$ cat src/sv/routing_table_coordination_engine_assert.svh
// Assertion macros for the routing table coordination engine.
// Included by the top level; needs only a clock and an active-low reset.
`ifndef ROUTING_TABLE_COORDINATION_ENGINE_ASSERT_SVH
`define ROUTING_TABLE_COORDINATION_ENGINE_ASSERT_SVH

// Same-cycle implication.
`define RTCE_ASSERT_IMP(label, ck, rstn, ante, cons, msg) \
	label: assert property (@(posedge ck) disable iff (!rstn) (ante) |-> (cons)) \
		else $error(msg);

// Next-cycle implication.
`define RTCE_ASSERT_NXT(label, ck, rstn, ante, cons, msg) \
	label: assert property (@(posedge ck) disable iff (!rstn) (ante) |=> (cons)) \
		else $error(msg);

`endif

$ cat src/sv/rtce_pkg.sv
// Types and constants of the routing table coordination engine.
// No dependencies; imported by the top level.
package rtce_pkg;

	localparam logic [9:0] UNREACH     = 10'd999;
	localparam logic [4:0] NO_SLOT     = 5'd16;
	localparam logic [4:0] MAX_RESULTS = 5'd17;

	// Input event codes
	localparam logic [1:0] FN_ADVERT    = 2'd0;
	localparam logic [1:0] FN_QUERY     = 2'd1;
	localparam logic [1:0] FN_REPLY     = 2'd2;
	localparam logic [1:0] FN_LINK_FAIL = 2'd3;

	// Outgoing message kinds
	localparam logic [1:0] MK_ANNOUNCE = 2'd0;
	localparam logic [1:0] MK_QUERY    = 2'd1;
	localparam logic [1:0] MK_REPLY    = 2'd2;

	typedef enum logic [2:0] {
		ST_IDLE,
		ST_LOOK,
		ST_REPLY,
		ST_SCAN,
		ST_FLUSH
	} state_t;

	// One route entry as stored in the table memory
	typedef struct packed {
		logic [9:0]  cost;
		logic [4:0]  next_hop;
		logic        coord;
		logic [4:0]  succ;
		logic [15:0] pending;
	} entry_t;

	localparam entry_t ENTRY_RESET = '{
		cost:     UNREACH,
		next_hop: NO_SLOT,
		coord:    1'b0,
		succ:     NO_SLOT,
		pending:  16'd0
	};

	typedef struct packed {
		logic [1:0]  kind;
		logic [15:0] mask;
		logic [3:0]  dest;
		logic [9:0]  cost;
	} msg_t;

	function automatic msg_t mk_msg(logic [1:0] kind, logic [15:0] mask, logic [3:0] dest,
		logic [9:0] cost);
		msg_t m;
		m.kind = kind;
		m.mask = mask;
		m.dest = dest;
		m.cost = cost;
		return m;
	endfunction

endpackage

$ cat src/sv/routing_table_coordination_engine.sv
// Routing table coordination engine: route table in one synchronous memory,
// sequenced by a read-modify-write state machine. Depends on rtce_pkg and
// routing_table_coordination_engine_assert.svh.
//
// Use: one control event enters per item on the input channel (func,
// neighbor_slot, dest_id, advertised_cost). The block answers with zero to
// NODES messages on the output channel, the final one marked by last. The
// single configuration register (open neighbor mask) is written through the
// cfg channel, which is always ready; write it only while no item is in work.
// A coordination request, an uncoordination reply or an advert that changes
// nothing passes from idle through look and flush; a request answered with a
// route and a reply adds a reply state. A link failure walks every table entry
// through the single memory read port, one entry per cycle while the output
// does not stall; an advert that installs a route reads its entry first, then
// walks the table. A new item is accepted once the previous item's final
// message sits in the output register.
// Reset clears the open neighbor mask and the entry valid flags, so every
// entry reads as unreachable, no next hop, forwarding, nothing pending.
// A stalled receiver holds the output register; the sequencer then freezes
// with one message held back, and memory accesses wait with it.
module routing_table_coordination_engine #(
	parameter int NODES = 16
) (
	input  logic        clk,
	input  logic        arst_n,
	input  logic        in_valid,
	output logic        in_ready,
	input  logic [1:0]  func,
	input  logic [3:0]  neighbor_slot,
	input  logic [3:0]  dest_id,
	input  logic [9:0]  advertised_cost,
	output logic        out_valid,
	input  logic        out_ready,
	output logic [1:0]  msg_kind,
	output logic [15:0] target_mask,
	output logic [3:0]  msg_dest,
	output logic [9:0]  msg_cost,
	output logic        last,
	input  logic        cfg_valid,
	output logic        cfg_ready,
	input  logic [15:0] cfg_data
);

	import rtce_pkg::*;

	`include "routing_table_coordination_engine_assert.svh"

	localparam int AW = (NODES > 1) ? $clog2(NODES) : 1;
	localparam logic [AW:0]   IDX_END  = (AW + 1)'(NODES);
	localparam logic [AW-1:0] IDX_LAST = AW'(NODES - 1);

	// Sequencer state
	state_t state_q, state_d;

	// Captured item
	logic [1:0]  func_q;
	logic [3:0]  nb_q;
	logic [3:0]  dest_q;
	logic [9:0]  adv_q;

	logic [15:0] active_q;

	// Table memory and per-entry valid flags
	entry_t          mem [NODES];
	logic [NODES-1:0] vld_q;
	entry_t          rd_data_s1;
	logic            rd_vld_s1;

	// Scan pointers: rd_idx_q is the next address to read, scan_*_s1 the entry in hand
	logic [AW:0]     rd_idx_q;
	logic            scan_vld_s1;
	logic [AW-1:0]   scan_idx_s1;

	// One message is held back so that last can be set on the final one
	msg_t            held_q;
	logic            held_valid_q;
	logic [4:0]      cnt_q;

	msg_t            out_q;
	logic            out_valid_q;
	logic            out_last_q;

	// Combinational control
	entry_t          ent;
	entry_t          wr_data;
	logic            wr_en;
	logic [AW-1:0]   wr_addr;
	logic            rd_en;
	logic [AW-1:0]   rd_addr;
	logic            cand_vld;
	msg_t            cand;
	logic            cand_take;
	logic            flush;
	logic            stall;
	logic            out_free;
	logic            out_load;
	logic            in_accept;
	logic            dest_ok;
	logic [15:0]     nbit;
	logic [15:0]     to_mask;
	logic [15:0]     fail_mask;
	logic [15:0]     succ_mask;
	logic [15:0]     pend_new;
	logic [10:0]     cost_sum;
	logic [9:0]      hop_cost;

	// Entries never written read as the reset route
	assign ent       = rd_vld_s1 ? rd_data_s1 : ENTRY_RESET;
	assign nbit      = 16'd1 << nb_q;
	assign to_mask   = nbit & active_q;
	assign fail_mask = active_q & ~nbit;
	assign succ_mask = ent.succ[4] ? 16'd0 : ((16'd1 << ent.succ[3:0]) & active_q);
	assign pend_new  = ent.pending & ~nbit;
	// Advertised cost plus one, saturated at unreachable
	assign cost_sum  = {1'b0, adv_q} + 11'd1;
	assign hop_cost  = (cost_sum > {1'b0, UNREACH}) ? UNREACH : cost_sum[9:0];
	assign dest_ok   = 32'(dest_id) < NODES;

	assign in_ready  = (state_q == ST_IDLE);
	assign in_accept = in_valid && in_ready;
	assign cfg_ready = 1'b1;
	assign out_free  = !out_valid_q || out_ready;

	always_comb begin
		state_d  = state_q;
		cand_vld = 1'b0;
		cand     = mk_msg(MK_ANNOUNCE, 16'd0, dest_q, 10'd0);
		wr_en    = 1'b0;
		wr_addr  = AW'(dest_q);
		wr_data  = ent;
		rd_en    = 1'b0;
		rd_addr  = AW'(dest_id);
		flush    = 1'b0;

		case (state_q)
			ST_IDLE: begin
				if (in_valid) begin
					if (func == FN_LINK_FAIL) begin
						state_d = ST_SCAN;
					end else if (dest_ok) begin
						rd_en   = 1'b1;
						state_d = ST_LOOK;
					end
				end
			end

			ST_LOOK: begin
				case (func_q)
					FN_ADVERT: begin
						// Install a cheaper route; leave coordination silently
						if (hop_cost < ent.cost) begin
							wr_en            = 1'b1;
							wr_data.cost     = hop_cost;
							wr_data.next_hop = {1'b0, nb_q};
							if (ent.coord) begin
								wr_data.coord = 1'b0;
								wr_data.succ  = NO_SLOT;
							end
							state_d = ST_SCAN;
						end else begin
							state_d = ST_FLUSH;
						end
					end
					FN_QUERY: begin
						if (ent.coord) begin
							cand_vld = (to_mask != 16'd0);
							cand     = mk_msg(MK_REPLY, to_mask, dest_q, 10'd0);
							state_d  = ST_FLUSH;
						end else if (ent.next_hop != {1'b0, nb_q}) begin
							// Answer with our route, then the reply
							cand_vld = (to_mask != 16'd0);
							cand     = mk_msg(MK_ANNOUNCE, to_mask, dest_q, ent.cost);
							state_d  = ST_REPLY;
						end else begin
							// Our next hop asks: enter coordination, query all open slots.
							// With no open slot it ends at once and the reply goes nowhere.
							wr_en            = 1'b1;
							wr_data.cost     = UNREACH;
							wr_data.next_hop = NO_SLOT;
							wr_data.coord    = (active_q != 16'd0);
							wr_data.succ     = (active_q != 16'd0) ? {1'b0, nb_q} : NO_SLOT;
							wr_data.pending  = active_q;
							cand_vld         = (active_q != 16'd0);
							cand             = mk_msg(MK_QUERY, active_q, dest_q, 10'd0);
							state_d          = ST_FLUSH;
						end
					end
					FN_REPLY: begin
						// Clear the pending bit; end coordination when nothing open waits.
						// A coordinating route is always unreachable, so no announcement.
						wr_en           = 1'b1;
						wr_data.pending = pend_new;
						if (ent.coord && ((pend_new & active_q) == 16'd0)) begin
							wr_data.coord = 1'b0;
							wr_data.succ  = NO_SLOT;
							cand_vld      = (succ_mask != 16'd0);
							cand          = mk_msg(MK_REPLY, succ_mask, dest_q, 10'd0);
						end
						state_d = ST_FLUSH;
					end
					default: begin
						state_d = ST_FLUSH;
					end
				endcase
			end

			ST_REPLY: begin
				cand_vld = (to_mask != 16'd0);
				cand     = mk_msg(MK_REPLY, to_mask, dest_q, 10'd0);
				state_d  = ST_FLUSH;
			end

			ST_SCAN: begin
				rd_addr = rd_idx_q[AW-1:0];
				rd_en   = (rd_idx_q != IDX_END);
				wr_addr = scan_idx_s1;
				if (scan_vld_s1) begin
					if (func_q == FN_ADVERT) begin
						// Re-announce every finite forwarding route
						if (!ent.coord && (ent.cost < UNREACH)) begin
							cand_vld = (active_q != 16'd0);
							cand     = mk_msg(MK_ANNOUNCE, active_q, 4'(scan_idx_s1), ent.cost);
						end
					end else begin
						// Link failure: routes over that slot enter coordination.
						// A coordinating entry never has a next hop, so only
						// forwarding entries match.
						if (ent.next_hop == {1'b0, nb_q}) begin
							wr_en            = 1'b1;
							wr_data.cost     = UNREACH;
							wr_data.next_hop = NO_SLOT;
							wr_data.coord    = (fail_mask != 16'd0);
							wr_data.succ     = NO_SLOT;
							wr_data.pending  = fail_mask;
							cand_vld         = (fail_mask != 16'd0);
							cand             = mk_msg(MK_QUERY, fail_mask, 4'(scan_idx_s1), 10'd0);
						end
					end
					if (scan_idx_s1 == IDX_LAST) begin
						state_d = ST_FLUSH;
					end
				end
			end

			ST_FLUSH: begin
				flush   = 1'b1;
				state_d = ST_IDLE;
			end

			default: begin
				state_d = ST_IDLE;
			end
		endcase

		// Results past the limit are dropped; state updates still happen
		cand_take = cand_vld && (cnt_q != MAX_RESULTS);
		stall     = held_valid_q && !out_free && (cand_take || flush);
		out_load  = held_valid_q && out_free && (cand_take || flush);

		// Freeze everything while the output side is full
		if (stall) begin
			state_d = state_q;
			wr_en   = 1'b0;
			rd_en   = 1'b0;
		end
	end

	always_ff @(posedge clk or negedge arst_n) begin
		if (!arst_n) begin
			state_q <= ST_IDLE;
		end else begin
			state_q <= state_d;
		end
	end

	// Captured item fields
	always_ff @(posedge clk) begin
		if (in_accept) begin
			func_q <= func;
			nb_q   <= neighbor_slot;
			dest_q <= dest_id;
			adv_q  <= advertised_cost;
		end
	end

	always_ff @(posedge clk or negedge arst_n) begin
		if (!arst_n) begin
			active_q <= 16'd0;
		end else if (cfg_valid && cfg_ready) begin
			active_q <= cfg_data;
		end
	end

	// Table memory: one write port, one registered read port
	always_ff @(posedge clk) begin
		if (wr_en) begin
			mem[wr_addr] <= wr_data;
		end
		if (rd_en) begin
			rd_data_s1 <= mem[rd_addr];
		end
	end

	always_ff @(posedge clk or negedge arst_n) begin
		if (!arst_n) begin
			vld_q     <= '0;
			rd_vld_s1 <= 1'b0;
		end else begin
			if (wr_en) begin
				vld_q[wr_addr] <= 1'b1;
			end
			if (rd_en) begin
				rd_vld_s1 <= vld_q[rd_addr];
			end
		end
	end

	// Scan pointers
	always_ff @(posedge clk or negedge arst_n) begin
		if (!arst_n) begin
			rd_idx_q    <= '0;
			scan_vld_s1 <= 1'b0;
			scan_idx_s1 <= '0;
		end else if (in_accept) begin
			rd_idx_q    <= '0;
			scan_vld_s1 <= 1'b0;
		end else if (state_q == ST_LOOK) begin
			rd_idx_q    <= '0;
			scan_vld_s1 <= 1'b0;
		end else if (state_q == ST_SCAN && !stall) begin
			scan_vld_s1 <= rd_en;
			scan_idx_s1 <= rd_idx_q[AW-1:0];
			if (rd_en) begin
				rd_idx_q <= rd_idx_q + 1'b1;
			end
		end
	end

	// Held message and result count
	always_ff @(posedge clk or negedge arst_n) begin
		if (!arst_n) begin
			held_valid_q <= 1'b0;
			cnt_q        <= '0;
		end else if (in_accept) begin
			cnt_q <= '0;
		end else if (!stall) begin
			if (cand_take) begin
				held_valid_q <= 1'b1;
				cnt_q        <= cnt_q + 1'b1;
			end else if (flush) begin
				held_valid_q <= 1'b0;
			end
		end
	end

	always_ff @(posedge clk) begin
		if (cand_take && !stall) begin
			held_q <= cand;
		end
	end

	// Output register
	always_ff @(posedge clk or negedge arst_n) begin
		if (!arst_n) begin
			out_valid_q <= 1'b0;
		end else if (out_load) begin
			out_valid_q <= 1'b1;
		end else if (out_ready) begin
			out_valid_q <= 1'b0;
		end
	end

	always_ff @(posedge clk) begin
		if (out_load) begin
			out_q      <= held_q;
			out_last_q <= flush;
		end
	end

	assign out_valid   = out_valid_q;
	assign msg_kind    = out_q.kind;
	assign target_mask = out_q.mask;
	assign msg_dest    = out_q.dest;
	assign msg_cost    = out_q.cost;
	assign last        = out_last_q;

	`RTCE_ASSERT_IMP(a_idle_drained, clk, arst_n, in_ready, !held_valid_q && !scan_vld_s1, "item accepted with a message still held")
	`RTCE_ASSERT_IMP(a_coord_unreach, clk, arst_n, wr_en && wr_data.coord, (wr_data.cost == UNREACH) && (wr_data.next_hop == NO_SLOT), "coordinating entry written with a route")
	`RTCE_ASSERT_NXT(a_stall_freeze, clk, arst_n, stall, $stable(state_q) && $stable(held_q), "sequencer moved during an output stall")
	`RTCE_ASSERT_IMP(a_cnt_cap, clk, arst_n, held_valid_q, (cnt_q != 5'd0) && (cnt_q <= MAX_RESULTS), "result count out of range")

endmodule
$ cat config.mk
export PLATFORM = sky130hd
export DESIGN_NAME = routing_table_coordination_engine
export DESIGN_NICKNAME = d
export VERILOG_FILES = /design/src/sv/rtce_pkg.sv /design/src/sv/routing_table_coordination_engine.sv
export VERILOG_INCLUDE_DIRS = /design/src /design/src/sv
export SDC_FILE = /design/constraint.sdc
export NUM_CORES = 1
export LEC_CHECK = 0
export BUFFER_PORTS_ARGS = -buffer_cell sky130_fd_sc_hd__buf_2
export CORE_ASPECT_RATIO = 1.75
export CORE_MARGIN = 3
export CORE_UTILIZATION = 25
export CTS_CLUSTER_SIZE = 12
export DETAILED_ROUTE_END_ITERATION = 8
export MAX_ROUTING_LAYER = met4
export PLACE_DENSITY = 0.45
export SLEW_MARGIN = 5
export SYNTH_ARGS = -nofsm -noshare
export SYNTH_HDL_FRONTEND = slang
export SYNTH_SLANG_ARGS = --single-unit
$ cat constraint.sdc
create_clock -name clk -period 7.7 [get_ports clk]
set_clock_uncertainty 0.15 [all_clocks]
set_input_delay 1.155 -clock clk [delete_from_list [all_inputs] [get_ports clk]]
set_output_delay 1.155 -clock clk [all_outputs]
set_load 0.005 [all_outputs]
==> results.tsv <==
stage	metric	value	unit
worst_setup_path	reg2regPathDepth	18	
worst_setup_path	path_buf_inv	3	
worst_setup_path	max_stage_delay	0.97	ns
cts	post_cts_resized	0	
logic_synthesis	synth_edf_count	714	
sta	tightest_slew	1.21	ns
final_layout	fill_cells	13000	
floorplanning	die_area	136000	µm²
routing	drtIter0Drc	1537	
worst_hold_path	hold_end	msg_cost[0]	
worst_setup_path	regToRegEndpoint	mem[10][3]	
cts	cts_inserted_buffers	75	
place	gp_congestion	0.969	
worst_setup_path	worstPathMaxFanout	28	
place	dp_hpwl	60200	µm
logic_synthesis	ys.flop_type	edfxtp_1	
routing	vias_per_cell	4.99	
run_status	status	finished, final reports clean	
worst_hold_path	holdCritPathClass	flip-flop to flip-flop	
worst_setup_path	reg2reg_slack	1.25	ns
global_route	antenna_found_initial	1	
sta	setup_viol	0	
final_layout	post-route-util	0.289	
final_layout	register_area	22800	µm²
cts	cts_buffer_depth	3	
cts	clk_latency	0.66	ns
logic_synthesis	yosys_warnings	0	
worst_setup_path	critPathMostFrequentCell	nor2_1	
worst_hold_path	whs_path_depth	0	
routing	first_pass_iters	5	
final_layout	layout_common_cells	714 x edfxtp_1, 152 x mux4_2, 150 x nand2_1, 76 x clkbuf_16, 75 x buf_2	
global_route	grt_pass1_wl	141000	µm
global_route	grt_overflow	0	
cts	htree_levels	3	
sta	rsz0062_at_grt	false	
routing	drc	0	
routing	finalWirelength	96200	µm
sta	fmax	0.155	GHz
floorplanning	initial_core_util	0.252	
power_and_ir_drop	power	0.0113	W
final_layout	syn2layout_area_growth	14.6	%
worst_setup_path	path_cells	inv_1 -> ha_1 -> or4_1 -> a22oi_1 -> o221ai_1 -> nor2_1 -> nor2_1 -> ha_1 -> a2111oi_0 -> o21ai_0 -> a221o_1 -> nor4_1 -> a2bb2oi_1 -> buf_4 -> nor2_1 -> o21bai_2 -> nor3_2 -> buf_4	
worst_setup_path	path_class	flip-flop to flip-flop	
floorplanning	fp.dieH	485	µm
worst_setup_path	cp_slowest_cell	nor3_2	
sta	finalCritPeriodShare	0.838	
final_layout	fin_nets	2162	
floorplanning	core	130000	µm²
run	drv_cap	0	
cts	post-cts-setup-buffer-count	0	
routing	antenna_left	0	
logic_synthesis	synth_area	32800	µm²
worst_setup_path	cp-startpoint	adv_q[0]	
logic_synthesis	synth_seq_cells	767	
routing	avgRoutedWirePerCell	25.2	µm
logic_synthesis	ys_types	83	
final_layout	final_common_cell	edfxtp_1	
floorplanning	ios	77	
cts	clk_pin_slew	0.06	ns
worst_hold_path	hp-start	held_q[0]	
worst_setup_path	required	7.83	ns
sta	min_period	6.45	ns
global_route	grtUsageTotal	0.145	
cts	root_buffer	clkbuf_16	
logic_synthesis	synth_area_per_cell	16.3	µm²
power_and_ir_drop	p_leak	12.1	nW
global_route	grt_max_degree	76	
final_layout	multiInputGateArea	9520	µm²
sta	setup_tns	0	ns
logic_synthesis	synth-async-reset-ratio	0.0691	
power_and_ir_drop	vdd_drop_max	162	µV
cts	cts_hold_buf	0	
floorplanning	die_x	280	µm
cts	cts_tree	built	
worst_setup_path	critPathLaunchType	flip-flop	
final_layout	drive_gt1_frac	0.217	
routing	vias	19000	
power_and_ir_drop	power_density	300	nW/µm²
worst_setup_path	cp.arrival	6.58	ns
sta	hold_violations	0	
logic_synthesis	syn_nets	2075	
worst_setup_path	critPathCaptureType	flip-flop	
logic_synthesis	synth_seq_area_share	0.694	
logic_synthesis	synth_cells	2015	
worst_setup_path	crit_family	simple AND/OR/NAND/NOR gates	
cts	numClockSinks	767	
sta	maxSlewViolCount	0	
global_route	grt_pass1_vias	20300	
floorplanning	rows	175	
worst_setup_path	timing.rr.start	adv_q[0]	
place	portBuffers	75	
sta	slew_headroom	0.190	
cells by family after synthesis:
family	count (synthesis)	share of synthesized area
AND/OR/NAND/NOR	473	0.0740
multiplexers	203	0.121
adder cells (fa/ha/maj)	19	0.00725
other	1	0.000114
flip-flops	767	0.694
XOR/XNOR	8	0.00214
buffers and inverters	165	0.0213
AO/OA/AOI/OAI	379	0.0802
per-stage QoR:
stage | hold WS [ns] | instances | setup WS, ns | cell area, µm²
finish | 0.256 | 3810 | 1.25 | 37600
global route | 0.261 | 3810 | 0.818 | 37600
CTS | 0.260 | 3808 | 1.21 | 37600
detailed placement | 0.255 | 3705 | 1.19 | 35500
global placement | 0.252 | 3705 | 1.16 | 35500
floorplan | 0.250 | 2015 | 0.756 | 32800
area by class of cell:
cell class / count / area share
Clock inverter: 9 / 0.00233
Tap cell: 1681 / 0.0559
Timing Repair Buffer: 148 / 0.0269
Antenna cell: 1 / 0.0000666
Multi-Input combinational cell: 1083 / 0.253
Inverter: 27 / 0.00270
Clock buffer: 94 / 0.0532
Sequential cell: 767 / 0.606
worst reg2reg max path: stages (launching register included):
cell       delay [ns]
edfxtp_1         0.49
inv_1            0.13
ha_1             0.34
or4_1            0.47
a22oi_1          0.20
o221ai_1         0.25
nor2_1           0.23
nor2_1           0.10
ha_1             0.19
a2111oi_0        0.38
o21ai_0          0.17
a221o_1          0.33
nor4_1           0.24
a2bb2oi_1        0.10
buf_4            0.19
nor2_1           0.17
o21bai_2         0.31
nor3_2           0.98
buf_4            0.63
where the power goes:
group | internal, W | switching, W
Sequential | 0.00523 | 0.000261
Combinational | 0.000806 | 0.00164
Clock | 0.00182 | 0.00153
Total | 0.00785 | 0.00343
per-layer routing:
| layer | wire (µm) | vias to the layer above | GRT usage |
|---|---|---|---|
| li1 | - | 8263 | - |
| met1 | 35700 | 10000 | 0.154 |
| met2 | 53300 | 552 | 0.269 |
| met3 | 3370 | 203 | 0.0182 |
| met4 | 3790 | 0 | 0.0591 |
| met5 | 0 | - | - |
how the worst max path moves through the flow:
| stage | to | slack [ns] | cells past startpoint |
|---|---|---|---|
| 5_1_grt | mem[11][12] | 0.82 | 18 |
| 6_report | mem[10][3] | 1.25 | 18 |
| 3_5_place_dp | mem[10][12] | 1.19 | 18 |
| 2_1_floorplan | mem[5][0] | 0.76 | 16 |
| 3_3_place_gp | mem[11][12] | 1.16 | 18 |
| 4_1_cts | mem[10][8] | 1.21 | 18 |
cell usage after synthesis, types with 5 or more instances:
master,count,area (µm²)
nor3_1,36,180
a21o_1,19,143
edfxtp_1,714,21400
a221oi_1,10,87.6
nand2_1,151,567
ha_1,19,238
a31o_1,10,87.6
a211oi_1,45,338
nand4_1,13,81.3
a31oi_1,55,344
buf_1,10,37.5
mux2i_1,26,260
and2_1,44,275
clkbuf_1,93,349
xnor2_1,5,43.8
and3_1,16,100
a32o_1,9,90.1
nor4bb_1,5,50.1
or2_2,5,31.3
nor2_1,67,251
nor4_1,5,31.3
o21a_1,11,82.6
or4_1,7,52.6
a21oi_1,69,345
o21ai_0,47,235
nand2b_1,21,131
inv_1,27,101
buf_2,27,135
and4_1,6,52.6
a31o_2,7,61.3
dfrtp_1,53,1330
o31a_1,10,87.6
nor2b_1,17,106
mux2_2,24,270
mux4_2,152,3420
nand3_1,46,230
o22ai_1,19,119
a32oi_1,10,87.6
or3_1,6,37.5
sequential cells by signal, indices dropped and copies added, names as in the netlist:
register,flops
held_q,32
msg_kind,2
rd_data_s1,37
rd_vld_s1,1
cnt_q,5
rd_idx_q,5
target_mask,16
last,1
out_valid,1
active_q,16
vld_q,16
adv_q,10
msg_dest,4
func_q,2
scan_vld_s1,1
msg_cost,10
state_q,3
nb_q,4
scan_idx_s1,4
dest_q,4
held_valid_q,1
mem,592
No activity file was read; power rests on OpenSTA's default activity.
